==> src/rtl/sacl_addr_split.sv <==
// ----------------------------------------------------------------------------
// sacl_addr_split: address to set index and tag
// For a power-of-two set count the split is a mask and a shift, registered
// once. Otherwise the tag comes from a registered reciprocal product and the
// set index from the low bits of the address minus tag times SETS.
// ----------------------------------------------------------------------------
module sacl_addr_split #(
	parameter int SETS  = 64,
	parameter int AW    = 32,
	parameter int SET_W = 6,
	parameter int TAG_W = 26
) (
	input  logic                 clk,
	input  logic                 arst_n,
	input  logic                 start,
	input  logic [AW-1:0]        addr,
	output logic                 done,
	output logic [SET_W-1:0]     set_idx,
	output logic [TAG_W-1:0]     tag
);
	localparam int LOG_S = $clog2(SETS);

	if ((SETS & (SETS - 1)) == 0) begin : g_pow2
		logic             done_q;
		logic [SET_W-1:0] set_q;
		logic [TAG_W-1:0] tag_q;

		// Done is the start pulse delayed by one register.
		always_ff @(posedge clk or negedge arst_n) begin
			if (!arst_n) begin
				done_q <= 1'b0;
			end else begin
				done_q <= start;
			end
		end

		// The low bits pick the set, the rest form the tag.
		always_ff @(posedge clk) begin
			if (start) begin
				set_q <= SET_W'(addr & AW'(SETS - 1));
				tag_q <= TAG_W'(addr >> LOG_S);
			end
		end

		assign done    = done_q;
		assign set_idx = set_q;
		assign tag     = tag_q;
	end else begin : g_recip
		// Rounded-up reciprocal of SETS scaled by 2^(AW+LOG_S); exact for
		// every AW-bit dividend.
		localparam int MUL_SH = AW + LOG_S;
		localparam int MUL_W  = AW + 1;
		localparam int PROD_W = AW + MUL_W;
		localparam logic [MUL_W-1:0] MULT =
			MUL_W'(((64'd1 << MUL_SH) + 64'(SETS) - 64'd1) / 64'(SETS));
		localparam logic [SET_W-1:0] SETS_LO = SET_W'(SETS);

		logic              v_s1;
		logic              done_q;
		logic [PROD_W-1:0] prod_s1;
		logic [SET_W-1:0]  addr_lo_s1;
		logic [SET_W-1:0]  set_q;
		logic [TAG_W-1:0]  tag_q;
		logic [TAG_W-1:0]  quot;
		logic [SET_W-1:0]  quot_lo;
		logic [SET_W-1:0]  quot_mul;

		// Quotient from the top of the product; the remainder only needs
		// its low bits since it is below SETS.
		assign quot     = TAG_W'(prod_s1 >> MUL_SH);
		assign quot_lo  = SET_W'(quot);
		assign quot_mul = quot_lo * SETS_LO;

		// Stage valid and done pulse.
		always_ff @(posedge clk or negedge arst_n) begin
			if (!arst_n) begin
				v_s1   <= 1'b0;
				done_q <= 1'b0;
			end else begin
				v_s1   <= start;
				done_q <= v_s1;
			end
		end

		// Multiply on start, then quotient and remainder from the registered product.
		always_ff @(posedge clk) begin
			if (start) begin
				prod_s1    <= PROD_W'(addr) * PROD_W'(MULT);
				addr_lo_s1 <= SET_W'(addr);
			end
			if (v_s1) begin
				tag_q <= quot;
				set_q <= addr_lo_s1 - quot_mul;
			end
		end

		assign done    = done_q;
		assign set_idx = set_q;
		assign tag     = tag_q;
	end

endmodule

==> config.mk <==
export PLATFORM = sky130hd
export DESIGN_NAME = sacl_addr_split
export DESIGN_NICKNAME = d
export VERILOG_FILES = /design/src/rtl/sacl_addr_split.sv
export SDC_FILE = /design/constraint.sdc
export NUM_CORES = 1
export LEC_CHECK = 0
export ABC_AREA = 1
export BUFFER_PORTS_ARGS = -buffer_cell sky130_fd_sc_hd__buf_2
export CORE_MARGIN = 2
export CORE_UTILIZATION = 39
export CTS_CLUSTER_SIZE = 30
export DETAILED_ROUTE_END_ITERATION = 7
export PLACE_DENSITY = 0.82
export SYNTH_ARGS = -nofsm -noshare
export SYNTH_HDL_FRONTEND = slang
export SYNTH_SLANG_ARGS = --single-unit
==> constraint.sdc <==
create_clock -name clk -period 0.8 [get_ports clk]
set_input_delay 0.04 -clock clk [delete_from_list [all_inputs] [get_ports clk]]
set_output_delay 0.04 -clock clk [all_outputs]
set_load 0.05 [all_outputs]
==> run metrics <==
DR iter-0 viols=20; io pins=68; GPL Wtd Cong=0.584; gr usage total=20.6%; area of the multi-input gates=0 um^2; max incr delay on CP=0.44 ns; Critical Path RT=0.76 ns; core area=2430 um^2; DR WL/cell=16.3 um; Hold Crit Class=primary input to asynchronous set/reset pin; Synth top area share=97.5%; fin area=1970 um^2; DR vias/cell=4.39; unrepaired setup endpoints after global routing=yes; layout cells sized above 1=52.8%; top cells by area, synth=edfxtp_1, dfrtp_1; full die area=2950 um^2; Synth area leader=edfxtp_1; post-route minimum period=0.972 ns; final setup fails=33; CP Cell Sequence=buf_6; Post-synth EDFFs=32; H-tree depth=2; drc violations=0; clock tree sinks=33; top-count cell post-synth=edfxtp_1; slew of the pin with the lowest slew margin=0.172 ns; vias in the first global route=784; area post-placement=1380 um^2; Synth Flop Type=edfxtp_1; top cells by count, synth=edfxtp_1, dfrtp_1; Tcrit/Tclk final=122%; number of I/O port buffers=67; syn nets=68; Fmax achieved=1030 MHz; setup ws final=-0.172 ns; first-pass GRT wire length=3.82 mm; final wirelength=2.81 mm; Arr. time, crit path=0.93 ns; Pre-antenna DRT Iters=4; critical path buffer and inverter count=1; Setup crit end kind=primary output; post-synthesis register bit count=33; Syn Inst Count=33; critical path fanouts, max=1; Worst path top cell family by delay=flip-flops; final hold viol count=0; Async SR Flop Fraction=3.03%; Mapped Area=986 um^2; initial antenna violation count=0; Starting Density=40.5%; fin util=80.9%; CTS tree=yes; relative slew slack=88.5%; Avg Inst Size Synth=29.9 um^2; Setup Fix Bufs, Post-CTS=0; count of cell types in the netlist=2; cell count after placement=131; Final ANT Viol Nets=0; Final Total Pwr=4.00 mW; multi-input gate count=0; clock root buffer=clkbuf_4; clock-pin slew on the worst setup and hold paths=0.11 ns; cts bufs inserted=5; cell row count=18; status=finished with violations; Slew Viols, Final=0; CP max-delay cell=edfxtp_1; largest net degree at the start of global routing=34; area delta synth->final=99.5%; Final nets=176; clk buf depth=2; GRT Residual Overflow=0; total of max-cap violations=0; crit start category=register; Die X=54.3 um; Peak VDD IR=1.93 mV; Vias=755; die height=54.3 um; ANT cells=0; critical path class=register to primary output; Pwr Density=2030 nW/um^2; Leak Pwr=0.837 nW; failing checks=negative setup slack; yosys warns=0; Seq/Total Area, Yosys=100%; non-filler cells, final=172
==> sequential cells by signal, indices dropped and copies added (netlist names) <==
| name | count |
|---|---|
| tag | 26 |
| set_idx | 6 |
| done | 1 |
==> power breakdown <==
group	internal (mW)	leakage [nW]	total, mW	switching (mW)
sequential	2.05	0.325	2.11	0.0668
clock	0.335	0.0320	0.869	0.535
combinational	0.413	0.481	1.01	0.599
==> through the flow <==
step,hold slack [ns],worst slack [ns],TNS (ns)
2_1_floorplan,-0.256,0.159,0
3_3_place_gp,-0.185,0.151,0
3_5_place_dp,-0.184,0.139,0
4_1_cts,0.00130,-0.167,-4.25
5_1_grt,0.0130,-0.193,-5.54
6_report,0.0228,-0.172,-3.96
==> per-layer routing <==
layer / GRT usage, % / vias to the layer above / routed length, um
met3: 8.20 / 4 / 181
met2: 36.9 / 41 / 1600
met4: 5.83 / 0 / 27
met5: 0 / - / 0
met1: 22.3 / 362 / 1000
li1: - / 348 / -
==> final cells by class <==
| type | count | area (um^2) |
|---|---|---|
| Clock buffer | 6 | 41.3 |
| Clock inverter | 2 | 10.0 |
| Fill cell | 122 | 465 |
| Sequential cell | 33 | 986 |
| Tap cell | 30 | 37.5 |
| Timing Repair Buffer | 101 | 892 |
==> cell usage in the layout, fill, tap and decap left out, drive strengths merged <==
cell type	count
buf	68
clkbuf	6
dlygate4sd3	33
clkinv	2
dfrtp	1
edfxtp	32
==> logic make-up (layout without fill, tap and decap cells) <==
family / Yosys count / in the layout / share of synthesized area, %
buf+inv: 0 / 109 / 0
flops: 33 / 33 / 100
==> worst max path at each step <==
| stage | from | end | cells past startpoint |
|---|---|---|---|
| 6_report | set_idx[5]$_DFFE_PP_ | set_idx[5] | 1 |
| 5_1_grt | tag[1]$_DFFE_PP_ | tag[1] | 1 |
| 4_1_cts | tag[4]$_DFFE_PP_ | tag[4] | 1 |
| 3_5_place_dp | start | tag[19]$_DFFE_PP_ | 2 |
| 3_3_place_gp | start | set_idx[4]$_DFFE_PP_ | 2 |
| 2_1_floorplan | set_idx[0]$_DFFE_PP_ | set_idx[0] | 0 |
==> timing repair <==
| action | CTS | global route |
|---|---|---|
| gates resized for setup | 66 | 0 |
| endpoints found under the setup margin | 33 | 33 |
| hold buffers | 33 | 0 |
| endpoints found under the hold margin | 33 | 0 |
Power figures use the tool's default switching activity.
