--- config.mk ---
export PLATFORM = sky130hd
export DESIGN_NAME = sacl_way_select
export DESIGN_NICKNAME = d
export VERILOG_FILES = /design/src/rtl/sacl_pkg.sv /design/src/rtl/sacl_way_select.sv
export SDC_FILE = /design/constraint.sdc
export NUM_CORES = 1
export LEC_CHECK = 0
export ABC_AREA = 1
export BUFFER_PORTS_ARGS = -buffer_cell sky130_fd_sc_hd__buf_2
export CORE_AREA = 2 2 120 122
export DETAILED_ROUTE_END_ITERATION = 8
export DIE_AREA = 0 0 122 124
export GPL_TIMING_DRIVEN = 0
export PLACE_DENSITY = 0.67
export SLEW_MARGIN = 40
export SYNTH_ARGS = -nofsm -noshare
export SYNTH_HDL_FRONTEND = slang
export SYNTH_SLANG_ARGS = --single-unit
--- constraint.sdc ---
create_clock -name vclk -period 3.3
set_input_delay 0 -clock vclk [all_inputs]
set_output_delay 0 -clock vclk [all_outputs]
set_load 0.05 [all_outputs]
--- src/rtl/sacl_pkg.sv ---
// ----------------------------------------------------------------------------
// sacl_pkg: shared definitions for the set-associative cache tag lookup
// Holds default sizes, register and policy codes, the lookup result struct
// and the elaboration-time tables used to reduce the LFSR value modulo WAYS.
// ----------------------------------------------------------------------------
package sacl_pkg;

	// Default sizes handed to the top level parameters.
	localparam int DEF_SETS         = 64;
	localparam int DEF_WAYS         = 4;
	localparam int DEF_ADDRESS_BITS = 32;

	// Width of the address field on the request stream.
	localparam int IN_ADDR_W = 32;

	// Widest way index that the parameter range allows (16 ways).
	localparam int WAY_IDX_MAX_W = 4;

	// Width of the reported displaced tag.
	localparam int DTAG_W = 26;

	// Victim LFSR seed.
	localparam logic [15:0] LFSR_SEED = 16'hACE1;

	// Configuration port: byte address width and register index bit.
	localparam int PADDR_W = 3;
	localparam logic REG_IDX_POLICY = 1'b0;

	// Replacement policy codes.
	localparam logic POLICY_LRU    = 1'b0;
	localparam logic POLICY_RANDOM = 1'b1;

	// Outcome of one set lookup.
	typedef struct packed {
		logic                     hit;
		logic                     displaced;
		logic                     lfsr_step;
		logic [WAY_IDX_MAX_W-1:0] way;
	} lookup_res_t;

	// A 256-entry table of 4-bit residues.
	typedef logic [255:0][3:0] mod8_tbl_t;

	// Residue of every byte value modulo w, built by a wrapping counter.
	function automatic mod8_tbl_t mod_table(input int unsigned w);
		mod8_tbl_t   t;
		int unsigned r;
		r = 0;
		for (int v = 0; v < 256; v++) begin
			t[v] = 4'(r);
			r = (r + 1 == w) ? 0 : r + 1;
		end
		return t;
	endfunction

	// Combines the residues of the high and low byte: entry {a, b} holds
	// (a * 256 + b) modulo w, given a and b already reduced.
	function automatic mod8_tbl_t fold_table(input int unsigned w);
		mod8_tbl_t   m;
		mod8_tbl_t   t;
		int unsigned c;
		m = mod_table(w);
		c = (int'(m[255]) + 1 == w) ? 0 : int'(m[255]) + 1;
		for (int a = 0; a < 16; a++) begin
			for (int b = 0; b < 16; b++) begin
				t[a * 16 + b] = m[8'(a * c + b)];
			end
		end
		return t;
	endfunction

endpackage

--- src/rtl/sacl_way_select.sv ---
// ----------------------------------------------------------------------------
// sacl_way_select: tag compare, victim choice and row update
// Compares all ways of the read set against the request tag, picks the way
// to use (hit, first invalid, least recently used or random) and builds the
// updated valid, rank and tag rows for write-back.
// ----------------------------------------------------------------------------
module sacl_way_select #(
	parameter int WAYS  = 4,
	parameter int RW    = 2,
	parameter int TAG_W = 26
) (
	input  logic [WAYS-1:0]               valid,
	input  logic [WAYS*RW-1:0]            ranks,
	input  logic [WAYS*TAG_W-1:0]         tags,
	input  logic [TAG_W-1:0]              tag,
	input  logic                          policy,
	input  logic [15:0]                   lfsr_next,
	output sacl_pkg::lookup_res_t         res,
	output logic [TAG_W-1:0]              victim_tag,
	output logic [WAYS-1:0]               new_valid,
	output logic [WAYS*RW-1:0]            new_ranks,
	output logic [WAYS*TAG_W-1:0]         new_tags
);
	import sacl_pkg::*;

	localparam mod8_tbl_t MOD_TBL  = mod_table(WAYS);
	localparam mod8_tbl_t FOLD_TBL = fold_table(WAYS);

	logic          hit;
	logic [RW-1:0] hit_way;
	logic          any_inv;
	logic [RW-1:0] inv_way;
	logic          lru_found;
	logic [RW-1:0] lru_way;
	logic [RW-1:0] rnd_way;
	logic [RW-1:0] found;
	logic          full_miss;
	logic [RW-1:0] found_rank;

	// Random way: LFSR value modulo WAYS from its two bytes.
	assign rnd_way = RW'(FOLD_TBL[{MOD_TBL[lfsr_next[15:8]], MOD_TBL[lfsr_next[7:0]]}]);

	// Priority searches over the ways of the set.
	always_comb begin
		hit       = 1'b0;
		hit_way   = '0;
		any_inv   = 1'b0;
		inv_way   = '0;
		lru_found = 1'b0;
		lru_way   = '0;
		for (int w = 0; w < WAYS; w++) begin
			if (!hit && valid[w] && tags[w*TAG_W +: TAG_W] == tag) begin
				hit     = 1'b1;
				hit_way = RW'(w);
			end
			if (!any_inv && !valid[w]) begin
				any_inv = 1'b1;
				inv_way = RW'(w);
			end
			if (!lru_found && ranks[w*RW +: RW] == RW'(WAYS - 1)) begin
				lru_found = 1'b1;
				lru_way   = RW'(w);
			end
		end
	end

	// Way chosen for this request.
	assign full_miss = !hit && !any_inv;
	always_comb begin
		if (hit) begin
			found = hit_way;
		end else if (any_inv) begin
			found = inv_way;
		end else if (policy == POLICY_RANDOM) begin
			found = rnd_way;
		end else begin
			found = lru_way;
		end
	end

	// Rank and old tag of the chosen way.
	always_comb begin
		found_rank = '0;
		victim_tag = '0;
		for (int w = 0; w < WAYS; w++) begin
			if (RW'(w) == found) begin
				found_rank = ranks[w*RW +: RW];
				victim_tag = tags[w*TAG_W +: TAG_W];
			end
		end
	end

	// Updated rows: chosen way becomes most recent, younger ways age by one.
	always_comb begin
		for (int w = 0; w < WAYS; w++) begin
			new_valid[w] = valid[w] | (RW'(w) == found);
			if (RW'(w) == found) begin
				new_ranks[w*RW +: RW] = '0;
			end else if (ranks[w*RW +: RW] < found_rank) begin
				new_ranks[w*RW +: RW] = ranks[w*RW +: RW] + 1'b1;
			end else begin
				new_ranks[w*RW +: RW] = ranks[w*RW +: RW];
			end
			if (!hit && RW'(w) == found) begin
				new_tags[w*TAG_W +: TAG_W] = tag;
			end else begin
				new_tags[w*TAG_W +: TAG_W] = tags[w*TAG_W +: TAG_W];
			end
		end
	end

	assign res.hit       = hit;
	assign res.displaced = full_miss;
	assign res.lfsr_step = full_miss && (policy == POLICY_RANDOM);
	assign res.way       = WAY_IDX_MAX_W'(found);

endmodule

==> reports/results.tsv <==
metric	value	unit
dp_hpwl	21.25	mm
ioPinCount	308	
n_clock_buffer	0	
cpPeakStageDelay	0.31	ns
post-route-min-period	3.117	ns
fmax	320.8	MHz
slew_headroom	0.4774	
slew_violations	0	
wire_per_inst	19.81	um
synthCells	875	
yosys-top-cells-area	nand2_1 30%, o21ai_1 14%, inv_1 8.8%	
yosys_warnings	0	
viasPerCell	5.290	
grt_pass1_wl	38.23	mm
seq_area	0	sq um
grt_pass1_vias	6579	
drt_iter0_markers	698	
path_common_cell	nand2_1	
antenna_found_initial	0	
drc	0	
slowest_stage	ha_1	
layout_common_cells	326 x nand2_1, 309 x buf_2, 113 x o21ai_1	
vias	7121	
path_cells	buf_2 -> xnor2_2 -> nand2_1 -> nor2_1 -> nand3_1 -> nor2_2 -> nor2_2 -> nand4_1 -> nand3_2 -> buf_6 -> nor2_4 -> inv_4 -> o211ai_1 -> o21ai_4 -> ha_1 -> nand2_1 -> nand2_1 -> nand2_1 -> nand2_1 -> nor2_1 -> buf_6	
power.leakage	0.003557	uW
die-area	15130	sq um
synth_top_area_share	0.2983	
synth_cell_types	38	
ys_seq_area_frac	0	
p_per_area	292.7	nW/um^2
holdBufCountCts	0	
start_kind	input port	
end_kind	output port	
antenna_left	0	
post-route-cell-area	5878	sq um
synth_area_per_cell	4.689	sq um
final_nets	1335	
core-area	13720	sq um
n_sequential_cell	0	
tightest_slew	0.7839	ns
place.gp.congestion	0.9998	
port_buffers	291	
nFillCells	1647	
ir_drop	0.0001538	V
hold_slack	0.4206	ns
fp.dieH	124	um
period_share	0.9446	
start_util	0.2990	
worst-setup-path-type	input port to output port	
synth_top_area_cell	nand2_1	
min-delay-start	policy	
path_max_fanout	13	
place_area	5788	sq um
holdPathStages	4	
rows	43	
drv_cap	0	
drive_above_1_share	0.3362	
netlist_area	4103	sq um
final_common_cell	nand2_1	
critPathTopFamily	simple AND/OR/NAND/NOR gates	
die_w	122	um
path_buf_inv	4	
critPathRequiredTime	3.30	ns
diodes	0	
syn_to_final_growth	43.28	%
path_depth	21	
whs_endpoint	res[4]	
grt_max_degree	11	
run_status	finished clean	
hold_violations	0	
hold_path.class	input port to output port	
overflow	0	
firstDrtPassIters	6	
track_usage	0.3355	
finalSetupViolations	0	
arrival	3.12	ns
wl	26.67	mm
## synth_stat cells (5+ instances only)
cell,number
a21oi_1,36
a221oi_1,9
buf_2,24
buf_4,7
ha_1,8
inv_1,96
inv_2,31
nand2_1,326
nand3_1,13
nand4_1,6
nor2_1,86
o21ai_0,28
o21ai_1,113
o21ai_2,10
o22ai_1,14
o31ai_1,5
xnor2_1,18
xor2_1,10
## worst max path at each step
stage                  from            to  slack (ns)
finish               tag[8]  new_ranks[1]        0.18
global route        tag[23]  new_ranks[1]       -0.07
CTS                 tag[20]  new_ranks[1]        0.03
detailed placement   tag[8]  new_ranks[7]       -0.53
global placement     tag[8]  new_ranks[7]       -0.45
floorplan           tag[23]  new_ranks[2]        0.19
## cell type report
class / instances / area [sq um] / area share
plain buffers: 37 / 227.7 / 0.03874
well taps: 180 / 225.2 / 0.03831
repair buffers: 291 / 1470 / 0.2501
multi-input cells: 710 / 3465 / 0.5894
inverters: 128 / 490.5 / 0.08344
## through the flow
stage                     total power, uW  setup WS (ns)  TNS (ns)    util  cells
after floorplan                      1156         0.1862         0       -    876
after global placement               1675        -0.4545    -3.309  0.4219   1347
after detailed placement             1680        -0.5259    -3.811  0.4219   1347
after CTS                            1688        0.03013         0  0.4235   1347
after global routing                 1815       -0.06666   -0.1033  0.4285   1346
final                                1720         0.1829         0  0.4285   1346
## power by group
group	internal, uW	switching [uW]	leakage [uW]
Combinational	417	1300	0.00356
Clock	0	0	0
Sequential	0	0	0
Total	417	1300	0.00356
## cells by family after synthesis
logic type | count (synthesis) | synth area share
XOR/XNOR | 28 | 0.05977
AO/OA/AOI/OAI | 225 | 0.3074
buffers and inverters | 166 | 0.1720
other | 1 | 0.0009140
adder cells (fa/ha/maj) | 8 | 0.02440
AND/OR/NAND/NOR | 447 | 0.4355
## layer usage
metal | vias up | global-route usage | share of wire
li1 | 3373 | - | -
met1 | 3223 | 0.4263 | 0.39
met2 | 461 | 0.5733 | 0.47
met3 | 64 | 0.04167 | 0.096
met4 | 0 | 0.1386 | 0.043
met5 | - | 0 | 0
## repair_timing
item | in CTS | in global routing
gates cloned | 0 | 0
endpoints found under the setup margin | 8 | 8
pin swaps | 0 | 3
setup buffers | 0 | 0
gates resized for setup | 6 | 26
Note: power is estimated with default switching activity, not from simulation.
